===== src/sv/fvpd_pkg.sv =====
// Shared types and fixed widths for the voltage-to-PWM-duty modulator.
// No dependencies; used by the top level, the sine/cosine ROM and the divider stage.
`default_nettype none

package fvpd_pkg;

  // Config port
  localparam int CFG_DATA_W = 32;
  localparam int CFG_ADDR_W = 4;

  // Field widths
  localparam int VOLT_W   = 14;  // supply and phase limit, Q6.8 volts
  localparam int PERIOD_W = 16;  // pwm period and compare values
  localparam int UQ_W     = 15;  // torque voltage, signed Q7.8
  localparam int U2_W     = 15;  // clamped 2*Uq, signed Q7.8
  localparam int TRIG_W   = 16;  // sine/cosine, signed Q1.15
  localparam int ROT_W    = 30;  // alpha/beta products

  // Phase math, scaled down by 8 from the 2^-41 V grid (113512 = 8 * 14189)
  localparam int SQRT3_Q13      = 14189;
  localparam int PH_W           = 47;
  localparam int MID_SHIFT      = 29;
  localparam int ALPHA_A_SHIFT  = 14;
  localparam int ALPHA_BC_SHIFT = 13;
  localparam int FRAC_SHIFT     = 30;
  localparam int V_W            = VOLT_W + FRAC_SHIFT;

  // Duty scaling: V * period, split in two partial products
  localparam int SPLIT_W = 22;
  localparam int HI_W    = V_W - SPLIT_W;
  localparam int PP_W    = HI_W + PERIOD_W;
  localparam int SUM_W   = V_W + PERIOD_W;
  localparam int NUM_W   = SUM_W - FRAC_SHIFT;

  // Divider: numerator / supply, QUO_W quotient bits
  localparam int QUO_W        = 16;
  localparam int DIV_STEPS    = 2;
  localparam int DIV_STAGES   = QUO_W / DIV_STEPS;
  localparam int FRONT_STAGES = 8;
  localparam int PIPE_STAGES  = FRONT_STAGES + DIV_STAGES;

  localparam int PHASES = 3;

  localparam logic [VOLT_W-1:0]   SUPPLY_RESET = 14'd2893;
  localparam logic [VOLT_W-1:0]   LIMIT_RESET  = 14'd3149;
  localparam logic [PERIOD_W-1:0] PERIOD_RESET = 16'd2800;

  typedef enum logic [1:0] {
    REG_SUPPLY,
    REG_LIMIT,
    REG_PERIOD
  } reg_idx_t;

  typedef enum logic [1:0] {
    DUTY_DIV,
    DUTY_FULL,
    DUTY_ZERO
  } duty_code_t;

  typedef struct packed {
    logic [VOLT_W-1:0] rem;
    logic [QUO_W-1:0]  num;
    logic [QUO_W-1:0]  quo;
    duty_code_t        code;
  } div_lane_t;

endpackage

`default_nettype wire


===== src/sv/fvpd_div_stage.sv =====
// One restoring-division stage: DIV_STEPS quotient bits per register stage.
// Depends on fvpd_pkg for div_lane_t and widths.
`default_nettype none

module fvpd_div_stage (
  input  wire logic                          clk,
  input  wire logic                          en,
  input  wire logic [fvpd_pkg::VOLT_W-1:0]   divisor,
  input  wire fvpd_pkg::div_lane_t           lane_i,
  output fvpd_pkg::div_lane_t                lane_o
);
  import fvpd_pkg::*;

  div_lane_t         acc;
  div_lane_t         lane_nxt;
  div_lane_t         lane_r;
  logic [VOLT_W:0]   trial;
  logic              qbit;

  always_comb begin
    acc   = lane_i;
    trial = '0;
    qbit  = 1'b0;
    for (int s = 0; s < DIV_STEPS; s++) begin
      trial = {acc.rem, acc.num[QUO_W-1]};
      qbit  = (trial >= {1'b0, divisor});
      if (qbit) begin
        trial = trial - {1'b0, divisor};
      end
      acc.rem = trial[VOLT_W-1:0];
      acc.num = {acc.num[QUO_W-2:0], 1'b0};
      acc.quo = {acc.quo[QUO_W-2:0], qbit};
    end
    lane_nxt = acc;
  end

  always_ff @(posedge clk) begin
    if (en) begin
      lane_r <= lane_nxt;
    end
  end

  assign lane_o = lane_r;

endmodule

`default_nettype wire


===== config.mk =====
export PLATFORM = sky130hd
export DESIGN_NAME = fvpd_div_stage
export DESIGN_NICKNAME = d
export VERILOG_FILES = /design/src/sv/fvpd_pkg.sv /design/src/sv/fvpd_div_stage.sv
export SDC_FILE = /design/constraint.sdc
export NUM_CORES = 1
export LEC_CHECK = 0
export BUFFER_PORTS_ARGS = -buffer_cell sky130_fd_sc_hd__buf_2
export CAP_MARGIN = 40
export CELL_PAD_IN_SITES_DETAIL_PLACEMENT = 0
export CELL_PAD_IN_SITES_GLOBAL_PLACEMENT = 1
export CORE_MARGIN = 1.5
export CORE_UTILIZATION = 40
export DETAILED_ROUTE_END_ITERATION = 16
export PLACE_DENSITY = 0.79
export SETUP_SLACK_MARGIN = 0.02
export SLEW_MARGIN = 20
export SYNTH_ARGS = -nofsm -noshare
export SYNTH_HDL_FRONTEND = slang
export SYNTH_SLANG_ARGS = --single-unit

===== constraint.sdc =====
create_clock -name clk -period 8.8 [get_ports clk]
set_clock_uncertainty 0.15 [all_clocks]
set_input_delay 0.88 -clock clk [delete_from_list [all_inputs] [get_ports clk]]
set_output_delay 0.88 -clock clk [all_outputs]
set_load 0.005 [all_outputs]

# Yosys cells after proc, flatten, opt, wreduce, memory -nomap -nowiden
# Index checks and enable logic that the tools add are counted.
[word_totals]
reg_bits = 46
inputBits = 64
[op_classes]
n_lt_le_gt_ge = 2
n_addsub = 2
n_mux = 2
[op_table]
columns = ["op", "n"]
rows = [
  [">= comparator 15 x 14 -> 1 bit", 2],
  ["two-way mux 14 bit", 2],
  ["subtractor 14 bit", 2],
]

# Logic depth before layout (Yosys ltp)
[depth]
depth_word = 4
depth_mapped = 21

# Worst setup path after synthesis
# Ideal clock, no wire load.
[synth_path]
path_type = "input-to-reg"
start = "input port divisor[10] (netlist bit)"
end = "register lane_r (netlist bit lane_o[40]), data pin"
path_stages = 21
setup_slack_ns = 3.566
setup_time_ns = 0.260
arrival_ns = 4.824
path_cell_list = "inv_1 -> ha_1 -> buf_2 -> nand2_1 -> or4_4 -> o21ai_1 -> o21ai_1 -> nor2b_1 -> buf_2 -> buf_6 -> mux2_2 -> ha_1 -> clkbuf_1 -> nand2_1 -> o21ai_0 -> or3_1 -> o21ai_0 -> o21ai_0 -> a2bb2oi_4 -> buf_8 -> mux2_4"
[synth_rtl]
columns = ["item", "line_no", "text"]
rows = [
  ["start, declared", "fvpd_div_stage.sv:8", "input wire logic [fvpd_pkg::VOLT_W-1:0] divisor,"],
  ["end signal, assigned", "fvpd_div_stage.sv:39", "lane_r <= lane_nxt;"],
  ["end, declared", "fvpd_div_stage.sv:16", "div_lane_t lane_r;"],
]

==> metrics.md <==
| Metric | Value |
|---|---|
| Static leakage | `0.001766 uW` |
| TritonCTS clock tree | `built` |
| #FFs+latches synth | `46` |
| Cell count after synthesis | `286` |
| Worst hold path depth | `1` |
| Die area | `8589 um2` |
| Final Setup Violations | `0` |
| H-tree depth | `2` |
| Dominant cell type by area after synthesis | `edfxtp_1` |
| GP Congestion | `0.8635` |
| Via Count | `2516` |
| Worst Setup Path Type | `input pin to flip-flop` |
| Fin. Hold Viols | `0` |
| Ant. Diodes | `0` |
| Vias in the first global route | `2370` |
| Design Power | `719.8 uW` |
| Startpoint types | `input pin` |
| Hold Path End | `lane_o[11]` |
| Worst Path Required | `8.69 ns` |
| Pwr dens | `183.3 nW/um2` |
| WL/cell | `13.55 um` |
| Pre-Repair DR Iteration Count | `4` |
| Max FFs per register | `46` |
| Area share of the largest cell type after synthesis | `0.4294` |
| Top_reg_cell synth | `edfxtp_1` |
| Fill cell count | `717` |
| Io pins | `112` |
| Antenna Violating Nets Remaining | `0` |
| Total grt overflow | `0` |
| Row cnt | `32` |
| Ranking of synthesized cells by area | `edfxtp_1, ha_1, mux2_4` |
| Crit share post-route | `0.6385` |
| Number of synthesized flops with an enable pin | `46` |
| YS warnings | `0` |
| Peak supply drop | `0.06428 mV` |
| Via/cell ratio | `5.073` |
| Total CTS buffers | `5` |
| Post-route setup TNS | `0 ns` |
| Relative slew slack | `0.6184` |
| Netlist Area Pre-Place | `3217 um2` |
| Hold Startpoint | `lane_i[9]` |
| Largest net degree at the start of global routing | `37` |
| Post-cts resize count | `0` |
| CTS root buf | `clkbuf_8` |
| # hold bufs at CTS | `0` |
| Syn_area_per_cell | `11.25 um2` |
| Longest Clk Path Bufs | `2` |
| Hold Worst Slack | `0.6156 ns` |
| Clk slew on worst S/H paths | `0.07 ns` |
| Crit Path Max Fanout | `14` |
| Final #Nets | `488` |
| Tmin final | `5.618 ns` |
| Post-synthesis cell type count | `54` |
| Final Max Slew Viols | `0` |
| Status | `complete, no violations` |
| Arr. time, crit path | `5.50 ns` |
| Share of flip-flops with an asynchronous set or reset | `0` |
| DRT Wirelength | `6.720 mm` |
| DRC | `0` |
| Die H | `92.68 um` |
| First-pass GRT wire length | `10.81 mm` |
| Layout cell share with drive strength beyond 1 | `0.3756` |
| Post-DP HPWL | `5.522 mm` |
| Final Non-Filler Cells | `496` |
| Fmax achieved | `178.0 MHz` |
| Hold Crit Class | `input pin to flip-flop` |
| Initial antenna violation count | `0` |
| Clk sink count | `46` |
| Worst-margin pin slew | `0.5704 ns` |
| Die width | `92.68 um` |
| Port Buffers | `107` |
| Maxcap violations | `0` |
| Area of the multi-input gates | `1674 um2` |
| Core Box Area | `7767 um2` |
| 1st-iter DRT viols | `118` |
| Final core occ | `0.5055` |
| Crit. End Element | `flip-flop` |
| Initial Util | `0.4141` |
| Placed cells | `489` |
| Post-synthesis sequential area ratio | `0.4294` |
| Post-CTS setup buffer count | `0` |
| GRT Util Overall | `0.1564` |
| Register Area | `1381 um2` |
| RSZ-0062 raised after global routing | `no` |
| Syn-to-layout area delta | `22.05%` |
[critical path, cell delays in order]
cell and delay [ns]:
buf_2 0.07, inv_1 0.06, ha_1 0.44, nand2_1 0.11, or4_4 0.52, o21ai_1 0.15, o21ai_1 0.08, nor2b_1 0.13
buf_4 0.20, mux2_2 0.33, ha_1 0.40, a21oi_1 0.18, o21ai_0 0.10, or3_1 0.31, o21ai_0 0.31, o21ai_0 0.28
a2bb2oi_4 0.53, mux2_2 0.41
[metrics by stage]
stage | worst slack, ns | area (um2)
floorplan | 3.566 | 3221
global placement | 2.865 | 3827
detailed placement | 2.854 | 3847
CTS | 3.147 | 3926
global route | 2.810 | 3926
finish | 3.182 | 3926
[cell usage in the layout (no fill, tap or decap), types with 4 or more instances in the layout]
master    count
o21ai_0      11
a21oi_1      13
edfxtp_1     46
nand2_1      17
nand3_1       5
nor3_1        6
ha_1         28
buf_2       107
inv_1        27
clkbuf_8      5
nand3b_1      4
mux2_2       14
nor2_1       15
xnor2_1      13
mux2_4       11
o21a_1        5
nor2b_1       4
xor2_1        5
a21o_1        5
[cell type report]
class / instances / share of cell area
Multi-Input combinational cell: 205 / 0.4264
Sequential cell: 46 / 0.3518
Clock inverter: 2 / 0.002549
Clock buffer: 5 / 0.01753
Tap cell: 102 / 0.03250
Inverter: 27 / 0.02581
Timing Repair Buffer: 109 / 0.1434
[cell usage after synthesis, drive strengths merged (3+ instances only)]
cell type	number
nand3	5
inv	27
xnor2	13
nor3	6
o21a	5
ha	28
nor2b	4
nand4	3
a21o	5
nor2	15
o21ai	14
nand3b	4
edfxtp	46
a31oi	3
xor2	5
a211oi	3
mux2	25
a21oi	13
buf	7
nand2	18
[routing by layer]
metal	global-route usage	part of all wire	vias up
met4	0.05303	0.017	0
met1	0.2037	0.47	1145
met5	0	0	-
li1	-	-	1270
met2	0.2672	0.45	91
met3	0.02053	0.066	10
[how the worst max path moves through the flow]
| stage | start | to | cells past startpoint | slack [ns] |
|---|---|---|---|---|
| 4_1_cts | divisor[1] | lane_o[36] | 18 | 3.15 |
| 2_1_floorplan | divisor[10] | lane_o[40] | 21 | 3.57 |
| 5_1_grt | divisor[1] | lane_o[36] | 18 | 2.81 |
| 3_5_place_dp | divisor[1] | lane_o[36] | 18 | 2.85 |
| 6_report | divisor[9] | lane_o[36] | 18 | 3.18 |
| 3_3_place_gp | divisor[9] | lane_o[36] | 18 | 2.86 |
[where the power goes]
part           switching (uW)  total [uW]  internal [uW]
registers                7.35         294            286
logic                     152         313            161
clock network            60.4         114           53.2
total                     220         720            500
[kinds of logic (layout without fill, tap and decap cells)]
kind of cell,after synthesis,after routing,synth area share
AOI/OAI and AO/OA,58,58,0.1252
DFF,46,46,0.4294
buffers and inverters,36,143,0.05134
and+or+nand+nor,70,70,0.1159
adders and majority gates,30,30,0.1214
other,1,2,0.001166
muxes,27,27,0.1066
xor gates and xnor gates,18,18,0.04901
(Power assumes the default switching activity.)
